`src/sv/tod_pkg.sv`:
```
// ----------------------------------------------------------------------------
// tod_pkg
// Shared types, constants and helper functions of the time-of-day clock.
// ----------------------------------------------------------------------------
`default_nettype none

package tod_pkg;

  localparam int unsigned TickW  = 16;
  localparam int unsigned DebW   = 8;
  localparam int unsigned HourW  = 5;
  localparam int unsigned MinW   = 6;
  localparam int unsigned SecW   = 6;
  localparam int unsigned CodeW  = 8;
  localparam int unsigned CfgIdxW  = 1;
  localparam int unsigned CfgDataW = 16;
  localparam int unsigned FrameW = 32;
  localparam int unsigned SegW   = 7;
  localparam int unsigned DigitW = 4;

  localparam logic [TickW-1:0] TicksPerSecondReset = 16'd32768;
  localparam logic [DebW-1:0]  DebounceTargetReset = 8'd8;

  localparam logic [SecW-1:0]  SecLast  = 6'd59;
  localparam logic [MinW-1:0]  MinLast  = 6'd59;
  localparam logic [HourW-1:0] HourLast = 5'd23;

  localparam int unsigned SampleGateBit = 8;

  localparam logic [CodeW-1:0] ThrHourDown = 8'd204;
  localparam logic [CodeW-1:0] ThrMinUp    = 8'd153;
  localparam logic [CodeW-1:0] ThrHourUp   = 8'd102;
  localparam logic [CodeW-1:0] ThrMinDown  = 8'd51;

  localparam logic OpTick   = 1'b0;
  localparam logic OpSample = 1'b1;

  localparam logic [CfgIdxW-1:0] CfgTicksPerSecond = 1'd0;
  localparam logic [CfgIdxW-1:0] CfgDebounceTarget = 1'd1;

  typedef enum logic [2:0] {
    BTN_IDLE      = 3'd0,
    BTN_HOUR_UP   = 3'd1,
    BTN_HOUR_DOWN = 3'd2,
    BTN_MIN_UP    = 3'd3,
    BTN_MIN_DOWN  = 3'd4
  } btn_e;

  function automatic btn_e classify(input logic [CodeW-1:0] code);
    btn_e btn;
    if (code > ThrHourDown) begin
      btn = BTN_HOUR_DOWN;
    end else if (code > ThrMinUp) begin
      btn = BTN_MIN_UP;
    end else if (code > ThrHourUp) begin
      btn = BTN_HOUR_UP;
    end else if (code > ThrMinDown) begin
      btn = BTN_MIN_DOWN;
    end else begin
      btn = BTN_IDLE;
    end
    return btn;
  endfunction

  // tens digit of a value below 60
  function automatic logic [DigitW-1:0] tens_of(input logic [MinW-1:0] v);
    logic [DigitW-1:0] t;
    if (v >= 6'd50) begin
      t = 4'd5;
    end else if (v >= 6'd40) begin
      t = 4'd4;
    end else if (v >= 6'd30) begin
      t = 4'd3;
    end else if (v >= 6'd20) begin
      t = 4'd2;
    end else if (v >= 6'd10) begin
      t = 4'd1;
    end else begin
      t = 4'd0;
    end
    return t;
  endfunction

  function automatic logic [SegW-1:0] seg_of(input logic [DigitW-1:0] d);
    logic [SegW-1:0] s;
    case (d)
      4'd0:    s = 7'b1111110;
      4'd1:    s = 7'b0110000;
      4'd2:    s = 7'b1101101;
      4'd3:    s = 7'b1111001;
      4'd4:    s = 7'b0110011;
      4'd5:    s = 7'b1011011;
      4'd6:    s = 7'b1011111;
      4'd7:    s = 7'b1110000;
      4'd8:    s = 7'b1111111;
      4'd9:    s = 7'b1111011;
      default: s = 7'b0000000;
    endcase
    return s;
  endfunction

endpackage

`default_nettype wire

```
`src/sv/tod_intf.sv`:
```
// ----------------------------------------------------------------------------
// tod_intf
// Valid/ready channel interfaces of the time-of-day clock.
// ----------------------------------------------------------------------------
`default_nettype none

interface tod_in_if;
  logic                        valid;
  logic                        ready;
  logic                        operation;
  logic [tod_pkg::CodeW-1:0]   adc_code;

  modport source (output valid, output operation, output adc_code, input ready);
  modport sink   (input valid, input operation, input adc_code, output ready);
endinterface

interface tod_out_if;
  logic                        valid;
  logic                        ready;
  logic [tod_pkg::HourW-1:0]   hours;
  logic [tod_pkg::MinW-1:0]    minutes;
  logic [tod_pkg::SecW-1:0]    seconds;
  logic [2:0]                  action_taken;
  logic                        display_update;
  logic [tod_pkg::FrameW-1:0]  display_frame;

  modport source (output valid, output hours, output minutes, output seconds,
                  output action_taken, output display_update, output display_frame,
                  input ready);
  modport sink   (input valid, input hours, input minutes, input seconds,
                  input action_taken, input display_update, input display_frame,
                  output ready);
endinterface

interface tod_cfg_if;
  logic                          valid;
  logic                          ready;
  logic [tod_pkg::CfgIdxW-1:0]   index;
  logic [tod_pkg::CfgDataW-1:0]  data;

  modport source (output valid, output index, output data, input ready);
  modport sink   (input valid, input index, input data, output ready);
endinterface

`default_nettype wire

```
`src/sv/tod_seg_frame.sv`:
```
// ----------------------------------------------------------------------------
// tod_seg_frame
// Builds the 32-bit seven-segment shift frame from the displayed time.
// ----------------------------------------------------------------------------
`default_nettype none

module tod_seg_frame (
  input  wire logic [tod_pkg::HourW-1:0]  hours_i,
  input  wire logic [tod_pkg::MinW-1:0]   minutes_i,
  input  wire logic                       sec_lsb_i,
  input  wire logic                       update_i,
  output logic      [tod_pkg::FrameW-1:0] frame_o
);

  logic [tod_pkg::MinW-1:0]   hours_ext;
  logic [tod_pkg::DigitW-1:0] hour_tens;
  logic [tod_pkg::DigitW-1:0] hour_ones;
  logic [tod_pkg::DigitW-1:0] min_tens;
  logic [tod_pkg::DigitW-1:0] min_ones;
  logic [tod_pkg::MinW-1:0]   hour_tens_x10;
  logic [tod_pkg::MinW-1:0]   min_tens_x10;

  assign hours_ext     = {1'b0, hours_i};
  assign hour_tens     = tod_pkg::tens_of(hours_ext);
  assign min_tens      = tod_pkg::tens_of(minutes_i);
  assign hour_tens_x10 = tod_pkg::MinW'(hour_tens) * 6'd10;
  assign min_tens_x10  = tod_pkg::MinW'(min_tens) * 6'd10;
  assign hour_ones     = tod_pkg::DigitW'(hours_ext - hour_tens_x10);
  assign min_ones      = tod_pkg::DigitW'(minutes_i - min_tens_x10);

  always_comb begin
    if (update_i) begin
      frame_o = {1'b0, tod_pkg::seg_of(min_ones),
                 1'b0, tod_pkg::seg_of(min_tens),
                 sec_lsb_i, tod_pkg::seg_of(hour_ones),
                 1'b0, tod_pkg::seg_of(hour_tens)};
    end else begin
      frame_o = '0;
    end
  end

endmodule

`default_nettype wire

```
`src/sv/time_of_day_clock_with_button_set.sv`:
```
// ----------------------------------------------------------------------------
// time_of_day_clock_with_button_set
// 24-hour clock driven by tick transactions, set by debounced ladder buttons.
// ----------------------------------------------------------------------------
// Each input transaction (a tick or a button ADC sample) produces one result
// transaction carrying the time after it, the button action that fired and,
// when a refresh was pending, the seven-segment shift frame. The block takes
// one transaction per cycle: the time and debounce registers update on the
// accepting edge and the result is held in a one-deep output register, so a
// new transaction is taken whenever that register is empty or being drained.
// Configuration writes complete in the cycle they are
// presented.
`default_nettype none

module time_of_day_clock_with_button_set (
  input  wire logic  clk_i,
  input  wire logic  rst_ni,
  tod_in_if.sink     in_i,
  tod_out_if.source  out_o,
  tod_cfg_if.sink    cfg_i
);

  logic [tod_pkg::TickW-1:0] tps_q;
  logic [tod_pkg::DebW-1:0]  target_q;

  logic [tod_pkg::TickW-1:0] tick_q, tick_d, tick_inc;
  logic [tod_pkg::SecW-1:0]  sec_q, sec_d;
  logic [tod_pkg::MinW-1:0]  min_q, min_d;
  logic [tod_pkg::HourW-1:0] hour_q, hour_d;
  logic                      pend_q, pend_d, pend_now;
  logic [tod_pkg::DebW-1:0]  deb_q, deb_d, deb_inc;
  tod_pkg::btn_e             last_q, last_d, btn;
  logic                      latched_q, latched_d;

  logic                      out_valid_q;
  tod_pkg::btn_e             action_q, action_d;
  logic                      update_q;
  logic                      in_acc;

  assign in_i.ready  = !out_valid_q || out_o.ready;
  assign in_acc      = in_i.valid && in_i.ready;
  assign cfg_i.ready = 1'b1;

  always_ff @(posedge clk_i or negedge rst_ni) begin
    if (!rst_ni) begin
      tps_q    <= tod_pkg::TicksPerSecondReset;
      target_q <= tod_pkg::DebounceTargetReset;
    end else if (cfg_i.valid) begin
      case (cfg_i.index)
        tod_pkg::CfgTicksPerSecond: tps_q    <= cfg_i.data;
        tod_pkg::CfgDebounceTarget: target_q <= cfg_i.data[tod_pkg::DebW-1:0];
        default: ;
      endcase
    end
  end

  always_comb begin
    tick_d    = tick_q;
    sec_d     = sec_q;
    min_d     = min_q;
    hour_d    = hour_q;
    pend_now  = pend_q;
    pend_d    = pend_q;
    deb_d     = deb_q;
    last_d    = last_q;
    latched_d = latched_q;
    action_d  = tod_pkg::BTN_IDLE;
    tick_inc  = tick_q + 16'd1;
    deb_inc   = deb_q + 8'd1;
    btn       = tod_pkg::classify(in_i.adc_code);
    if (in_acc) begin
      if (in_i.operation == tod_pkg::OpTick) begin
        if (tick_inc == tps_q) begin
          tick_d   = '0;
          pend_now = 1'b1;
          if (sec_q >= tod_pkg::SecLast) begin
            sec_d = '0;
            if (min_q >= tod_pkg::MinLast) begin
              min_d  = '0;
              hour_d = (hour_q >= tod_pkg::HourLast) ? '0 : hour_q + 5'd1;
            end else begin
              min_d = min_q + 6'd1;
            end
          end else begin
            sec_d = sec_q + 6'd1;
          end
        end else begin
          tick_d = tick_inc;
        end
      end else if (tick_q[tod_pkg::SampleGateBit]) begin
        if (!latched_q) begin
          if (btn == last_q && btn != tod_pkg::BTN_IDLE) begin
            deb_d = deb_inc;
            if (deb_inc == target_q) begin
              latched_d = 1'b1;
              action_d  = btn;
              pend_now  = 1'b1;
              case (btn)
                tod_pkg::BTN_HOUR_DOWN: if (hour_q != '0) hour_d = hour_q - 5'd1;
                tod_pkg::BTN_HOUR_UP:   if (hour_q < tod_pkg::HourLast) hour_d = hour_q + 5'd1;
                tod_pkg::BTN_MIN_UP:    if (min_q < tod_pkg::MinLast) min_d = min_q + 6'd1;
                tod_pkg::BTN_MIN_DOWN:  if (min_q != '0) min_d = min_q - 6'd1;
                default: ;
              endcase
            end
          end else begin
            if (btn != tod_pkg::BTN_IDLE) last_d = btn;
            deb_d = '0;
          end
        end else if (btn == tod_pkg::BTN_IDLE) begin
          latched_d = 1'b0;
        end
      end
      pend_d = 1'b0;
    end
  end

  always_ff @(posedge clk_i or negedge rst_ni) begin
    if (!rst_ni) begin
      tick_q      <= '0;
      sec_q       <= '0;
      min_q       <= '0;
      hour_q      <= '0;
      pend_q      <= 1'b1;
      deb_q       <= '0;
      last_q      <= tod_pkg::BTN_IDLE;
      latched_q   <= 1'b0;
      out_valid_q <= 1'b0;
      action_q    <= tod_pkg::BTN_IDLE;
      update_q    <= 1'b0;
    end else begin
      tick_q    <= tick_d;
      sec_q     <= sec_d;
      min_q     <= min_d;
      hour_q    <= hour_d;
      pend_q    <= pend_d;
      deb_q     <= deb_d;
      last_q    <= last_d;
      latched_q <= latched_d;
      if (in_acc) begin
        out_valid_q <= 1'b1;
        action_q    <= action_d;
        update_q    <= pend_now;
      end else if (out_o.ready) begin
        out_valid_q <= 1'b0;
      end
    end
  end

  // time registers change only on an accepted transaction, so they hold
  // the values of the pending result
  assign out_o.valid          = out_valid_q;
  assign out_o.hours          = hour_q;
  assign out_o.minutes        = min_q;
  assign out_o.seconds        = sec_q;
  assign out_o.action_taken   = action_q;
  assign out_o.display_update = update_q;

  tod_seg_frame u_seg_frame (
    .hours_i   (hour_q),
    .minutes_i (min_q),
    .sec_lsb_i (sec_q[0]),
    .update_i  (update_q),
    .frame_o   (out_o.display_frame)
  );

endmodule

`default_nettype wire

```
`src/flat_wrapper.sv`:
```
// flat-port wrapper written by rule: the top's interface ports become plain ports
module time_of_day_clock_with_button_set_flat 
  (clk_i, rst_ni, in_i_valid, in_i_operation, in_i_adc_code, in_i_ready, out_o_valid, out_o_hours, out_o_minutes, out_o_seconds, out_o_action_taken, out_o_display_update, out_o_display_frame, out_o_ready, cfg_i_valid, cfg_i_index, cfg_i_data, cfg_i_ready);
  tod_in_if in_i_i ();
  tod_out_if out_o_i ();
  tod_cfg_if cfg_i_i ();
  input  wire logic clk_i;
  input  wire logic rst_ni;
  input wire logic [$bits(in_i_i.valid)-1:0] in_i_valid;
  input wire logic [$bits(in_i_i.operation)-1:0] in_i_operation;
  input wire logic [$bits(in_i_i.adc_code)-1:0] in_i_adc_code;
  output wire logic [$bits(in_i_i.ready)-1:0] in_i_ready;
  output wire logic [$bits(out_o_i.valid)-1:0] out_o_valid;
  output wire logic [$bits(out_o_i.hours)-1:0] out_o_hours;
  output wire logic [$bits(out_o_i.minutes)-1:0] out_o_minutes;
  output wire logic [$bits(out_o_i.seconds)-1:0] out_o_seconds;
  output wire logic [$bits(out_o_i.action_taken)-1:0] out_o_action_taken;
  output wire logic [$bits(out_o_i.display_update)-1:0] out_o_display_update;
  output wire logic [$bits(out_o_i.display_frame)-1:0] out_o_display_frame;
  input wire logic [$bits(out_o_i.ready)-1:0] out_o_ready;
  input wire logic [$bits(cfg_i_i.valid)-1:0] cfg_i_valid;
  input wire logic [$bits(cfg_i_i.index)-1:0] cfg_i_index;
  input wire logic [$bits(cfg_i_i.data)-1:0] cfg_i_data;
  output wire logic [$bits(cfg_i_i.ready)-1:0] cfg_i_ready;
  assign in_i_i.valid = in_i_valid;
  assign in_i_i.operation = in_i_operation;
  assign in_i_i.adc_code = in_i_adc_code;
  assign in_i_ready = in_i_i.ready;
  assign out_o_valid = out_o_i.valid;
  assign out_o_hours = out_o_i.hours;
  assign out_o_minutes = out_o_i.minutes;
  assign out_o_seconds = out_o_i.seconds;
  assign out_o_action_taken = out_o_i.action_taken;
  assign out_o_display_update = out_o_i.display_update;
  assign out_o_display_frame = out_o_i.display_frame;
  assign out_o_i.ready = out_o_ready;
  assign cfg_i_i.valid = cfg_i_valid;
  assign cfg_i_i.index = cfg_i_index;
  assign cfg_i_i.data = cfg_i_data;
  assign cfg_i_ready = cfg_i_i.ready;
  time_of_day_clock_with_button_set u_core (.clk_i(clk_i), .rst_ni(rst_ni), .in_i(in_i_i), .out_o(out_o_i), .cfg_i(cfg_i_i));
endmodule
```
`config.mk`:
```
export PLATFORM = sky130hd
export DESIGN_NAME = time_of_day_clock_with_button_set_flat
export DESIGN_NICKNAME = d
export VERILOG_FILES = /design/src/sv/tod_pkg.sv /design/src/sv/tod_intf.sv /design/src/sv/tod_seg_frame.sv /design/src/sv/time_of_day_clock_with_button_set.sv /design/src/flat_wrapper.sv
export SDC_FILE = /design/constraint.sdc
export NUM_CORES = 1
export LEC_CHECK = 0
export BUFFER_PORTS_ARGS = -buffer_cell sky130_fd_sc_hd__buf_2
export CAP_MARGIN = 0
export CORE_ASPECT_RATIO = 2
export CORE_MARGIN = 2
export CORE_UTILIZATION = 58
export DETAILED_ROUTE_END_ITERATION = 12
export GPL_ROUTABILITY_DRIVEN = 0
export PLACE_DENSITY = 0.89
export SLEW_MARGIN = 20
export SYNTH_ARGS = -nofsm -noshare
export SYNTH_HDL_FRONTEND = slang
export SYNTH_SLANG_ARGS = --single-unit
```
`constraint.sdc`:
```
create_clock -name clk_i -period 4.05 [get_ports clk_i]
set_input_delay 0.405 -clock clk_i [delete_from_list [all_inputs] [get_ports clk_i]]
set_output_delay 0.405 -clock clk_i [all_outputs]
set_load 0.01 [all_outputs]
```
==> Implementation_results.wiki <==
{| class="wikitable"
! Metric !! Value
|-
| Worst path arrival time || 3.46 ns
|-
| Clk Latency, worst-skew pair || 0.33 ns
|-
| Most used flip-flop cell after synthesis || sky130_fd_sc_hd__dfrtp_1
|-
| Peak supply drop || between 0.0003 and 0.0004 V
|-
| Die Ht || about 140 µm
|-
| Final-report setup violation count || 0
|-
| Max Root-Sink Buffers || 2
|-
| Final critical path time including I/O delays and setup || 3.86 ns
|-
| Final clock skew || ~0.0076 ns
|-
| Unique cell type count in the Yosys netlist || 69
|-
| Total negative setup slack || 0 ns
|-
| Total of warnings raised by yosys || 0
|-
| Final layout net count || around 750
|-
| Endpoint of the worst-slack reg-to-reg timing path || u_core.out_o.hours[1]$_DFFE_PN0P_
|-
| Reg2Reg Depth || 9
|-
| Path type of the worst min-delay path || primary input to async pin
|-
| Fraction of registers with async set or reset after synthesis || between 90% and 100%
|-
| Max stage delay cell, worst path || sky130_fd_sc_hd__fa_1
|-
| Per-instance average area after synthesis || between 8 and 9 µm²
|-
| Critical path capture point type || output pin
|-
| Clock tree from TritonCTS || built
|-
| Post-CTS setup buffer count || 0
|-
| Overall Global Routing Usage || 26.9%
|-
| Register-to-register path setup slack || roughly 0.72 ns
|-
| Total DRC errors in the routed layout || 0
|-
| Proportion of synthesized chip area in sequential cells || between 30 and 40%
|-
| Via density per instance || 6.22
|-
| Transition time at the pin with the least slew margin || 0.931 ns
|-
| Maximum number of pins on one net before global-route repair || 76
|-
| Vias after detailed routing || just under 5000
|-
| Final core utilization || 66.1%
|-
| Seq cells post-synth || between 70 and 80
|-
| Post-detailed-route count of antenna-violating nets || 0
|-
| DR pass1 iterations || 5
|-
| Chain of cells forming the critical path || inv_2, ha_1, nor4_1, mux2_2, a21o_1, inv_1, ha_1, inv_1, fa_1, nor2b_1, o21ai_0, a21oi_1, buf_2
|-
| Row cnt || 50
|-
| Leakage power figure || 0.00279 µW
|-
| CTS clk-pin slew, worst paths || 0.06 ns
|-
| Number of antenna violations at the first check in global routing || 0
|-
| Global route overflow || 0
|-
| Most common cell after layout, fill and taps aside || sky130_fd_sc_hd__buf_2
|-
| Power density relative to cell area || 344 mW/mm²
|-
| Synth-to-layout area growth || 12.0%
|-
| Number of global-route vias before repair || about 5000
|-
| RSZ-0062 raised after global routing || false
|-
| Critical Path Source Type || register
|-
| CP Class || register to output pin
|-
| Width of the die || approximately 73 µm
|-
| Drt first-iter violations || around 380
|-
| Fraction of the cycle the final worst path needs || between 90% and 100%
|-
| Core area || about 0.0093 mm²
|-
| Routed Wire Length || approximately 13 mm
|-
| Reg-to-reg critical path startpoint || u_core.deb_q[0]$_DFFE_PN0P_
|-
| Max-Cap Viols || 0
|-
| Initial core utilization || about three fifths
|-
| Largest stage delay, worst path || roughly 0.5 ns
|-
| CTS root buffer || sky130_fd_sc_hd__clkbuf_16
|-
| Most used cells in the layout excluding fill and tap cells || sky130_fd_sc_hd__buf_2, sky130_fd_sc_hd__dfrtp_1, sky130_fd_sc_hd__o21ai_0
|-
| Post-synth EDFFs || 0
|-
| Run status || completed
|-
| Data required time at the worst endpoint || roughly 3.6 ns
|-
| Full die area || just over 0.01 mm²
|-
| Number of top-level design ports || between 80 and 90
|-
| Fin. Hold Viols || 0
|-
| Maximum net fanout on the critical path || 8
|-
| Cell count after synthesis || about 630
|-
| Worst max-slew margin expressed relative to the limit || around 38%
|-
| Mean routed wirelength per cell || approximately 17 µm
|-
| Clock net sink count || 75
|-
| Number of fill cells in the layout || roughly 750
|-
| Synthesized area || about 0.0055 mm²
|-
| Layout cell share with drive strength beyond 1 || 21.3%
|-
| H-tree levels || 3
|-
| Total clock buffers created by CTS || 9
|-
| Ant. Diodes || 0
|-
| Wire length of the first global-routing pass || ~22 mm
|-
| Port bufs || 82
|-
| HPWL reported at the end of detailed placement || 10.3 mm
|-
| Max-slew violations || 0
|-
| Upper clock frequency limit || 259 MHz
|}
report_power, final:
group          internal [µW]  switching [µW]
Sequential               826             104
Combinational            198             229
Clock                    481             284
Total                   1510             617
registers in the layout, summed over array words and instances (netlist names):
| register | flops |
|---|---|
| u_core.out_o.seconds | 6 |
| u_core.latched_q | 1 |
| u_core.out_o.hours | 5 |
| u_core.out_o.minutes | 6 |
| u_core.deb_q | 8 |
| u_core.out_o.valid | 1 |
| u_core.target_q | 8 |
| u_core.tick_q | 16 |
| u_core.pend_q | 1 |
| u_core.last_q | 3 |
| u_core.out_o.action_taken | 3 |
| u_core.out_o.display_update | 1 |
| u_core.tps_q | 16 |
repair_timing:
item	in CTS	in global routing
endpoints found under the setup margin	1	5
cloned	0	0
hold buffers	0	0
gates resized for setup	1	2
synth_stat cells, drive strengths merged (5+ instances only):
master / n / area share (%)
dfrtp: 72 / 33
o21ai: 69 / 6.3
nand2: 62 / 4.2
nor2: 46 / 3.2
a21oi: 36 / 3.3
ha: 29 / 6.6
mux2: 29 / 6.0
xnor2: 26 / 4.1
inv: 25 / 1.7
buf: 23 / 2.8
nand3: 22 / 2.3
o31ai: 21 / 2.9
clkbuf: 17 / 1.2
nor2b: 12 / 1.4
xor2: 10 / 1.6
nand2b: 9 / 1.0
nor3: 9 / 0.82
and3: 8 / 0.91
nand4: 8 / 0.91
a31oi: 7 / 0.80
and2: 7 / 0.80
o31a: 6 / 0.95
mux2i: 5 / 0.91
nor4: 5 / 0.68
or2: 5 / 0.61
layout make-up:
| cell class | count | area, µm² | share of cell area (%) |
|---|---|---|---|
| Clock buffer | 15 | 288 | 4.67 |
| Clock inverter | 1 | 5.00 | 0.0812 |
| Inverter | 25 | 93.8 | 1.52 |
| Multi-Input combinational cell | 494 | 3330 | 54.0 |
| Sequential cell | 75 | 1880 | 30.5 |
| Tap cell | 104 | 130 | 2.11 |
| Timing Repair Buffer | 85 | 435 | 7.06 |
logic make-up after synthesis:
kind of cell | share of synthesized area, %
AO/OA/AOI/OAI | 19.8
XOR/XNOR | 5.73
adder cells (fa/ha/maj) | 7.32
buffers and inverters | 5.64
flip-flops | 34.2
multiplexers | 6.91
other | 0.136
AND/OR/NAND/NOR | 20.3
through the flow:
step	instances	total power (µW)	hold slack [ns]	setup slack, ns	area (µm²)
2_1_floorplan	634	1250	0.109	0.731	5510
6_report	799	2120	0.203	0.185	6160
3_3_place_gp	783	1330	0.480	0.505	5860
5_1_grt	799	2220	0.289	0.0192	6160
4_1_cts	799	2130	0.248	0.129	6160
3_5_place_dp	783	1360	0.491	0.344	5860
worst max-delay path: cells and delay by family, from the launching register on:
kind,cells,cell delay [ns]
buffers and inverters,4,0.46
adder cells (fa/ha/maj),3,0.92
multiplexers,1,0.23
AO/OA/AOI/OAI,3,0.54
AND/OR/NAND/NOR,2,0.50
flip-flops,1,0.47
worst max-delay path by stage:
| stage | start | end | slack [ns] | cells after the start |
|---|---|---|---|---|
| final | u_core.out_o.minutes[0]$_DFFE_PN0P_ | out_o_display_frame[24] | 0.19 | 13 |
| after global routing | u_core.out_o.minutes[0]$_DFFE_PN0P_ | out_o_display_frame[30] | 0.02 | 14 |
| after CTS | u_core.out_o.minutes[0]$_DFFE_PN0P_ | out_o_display_frame[24] | 0.13 | 14 |
| after detailed placement | u_core.out_o.minutes[0]$_DFFE_PN0P_ | out_o_display_frame[24] | 0.34 | 14 |
| after global placement | u_core.out_o.minutes[0]$_DFFE_PN0P_ | out_o_display_frame[30] | 0.50 | 14 |
| after floorplan | u_core.out_o.minutes[0]$_DFFE_PN0P_ | out_o_display_frame[24] | 0.73 | 13 |
per-layer routing:
metal	wire, µm	share of wire (%)	GRT usage (%)
met1	4810	36	26.7
met2	7540	56	50.9
met3	669	5.0	4.83
met4	428	3.2	13.6
met5	0	0	0
No activity file was read; power rests on OpenSTA's default activity.
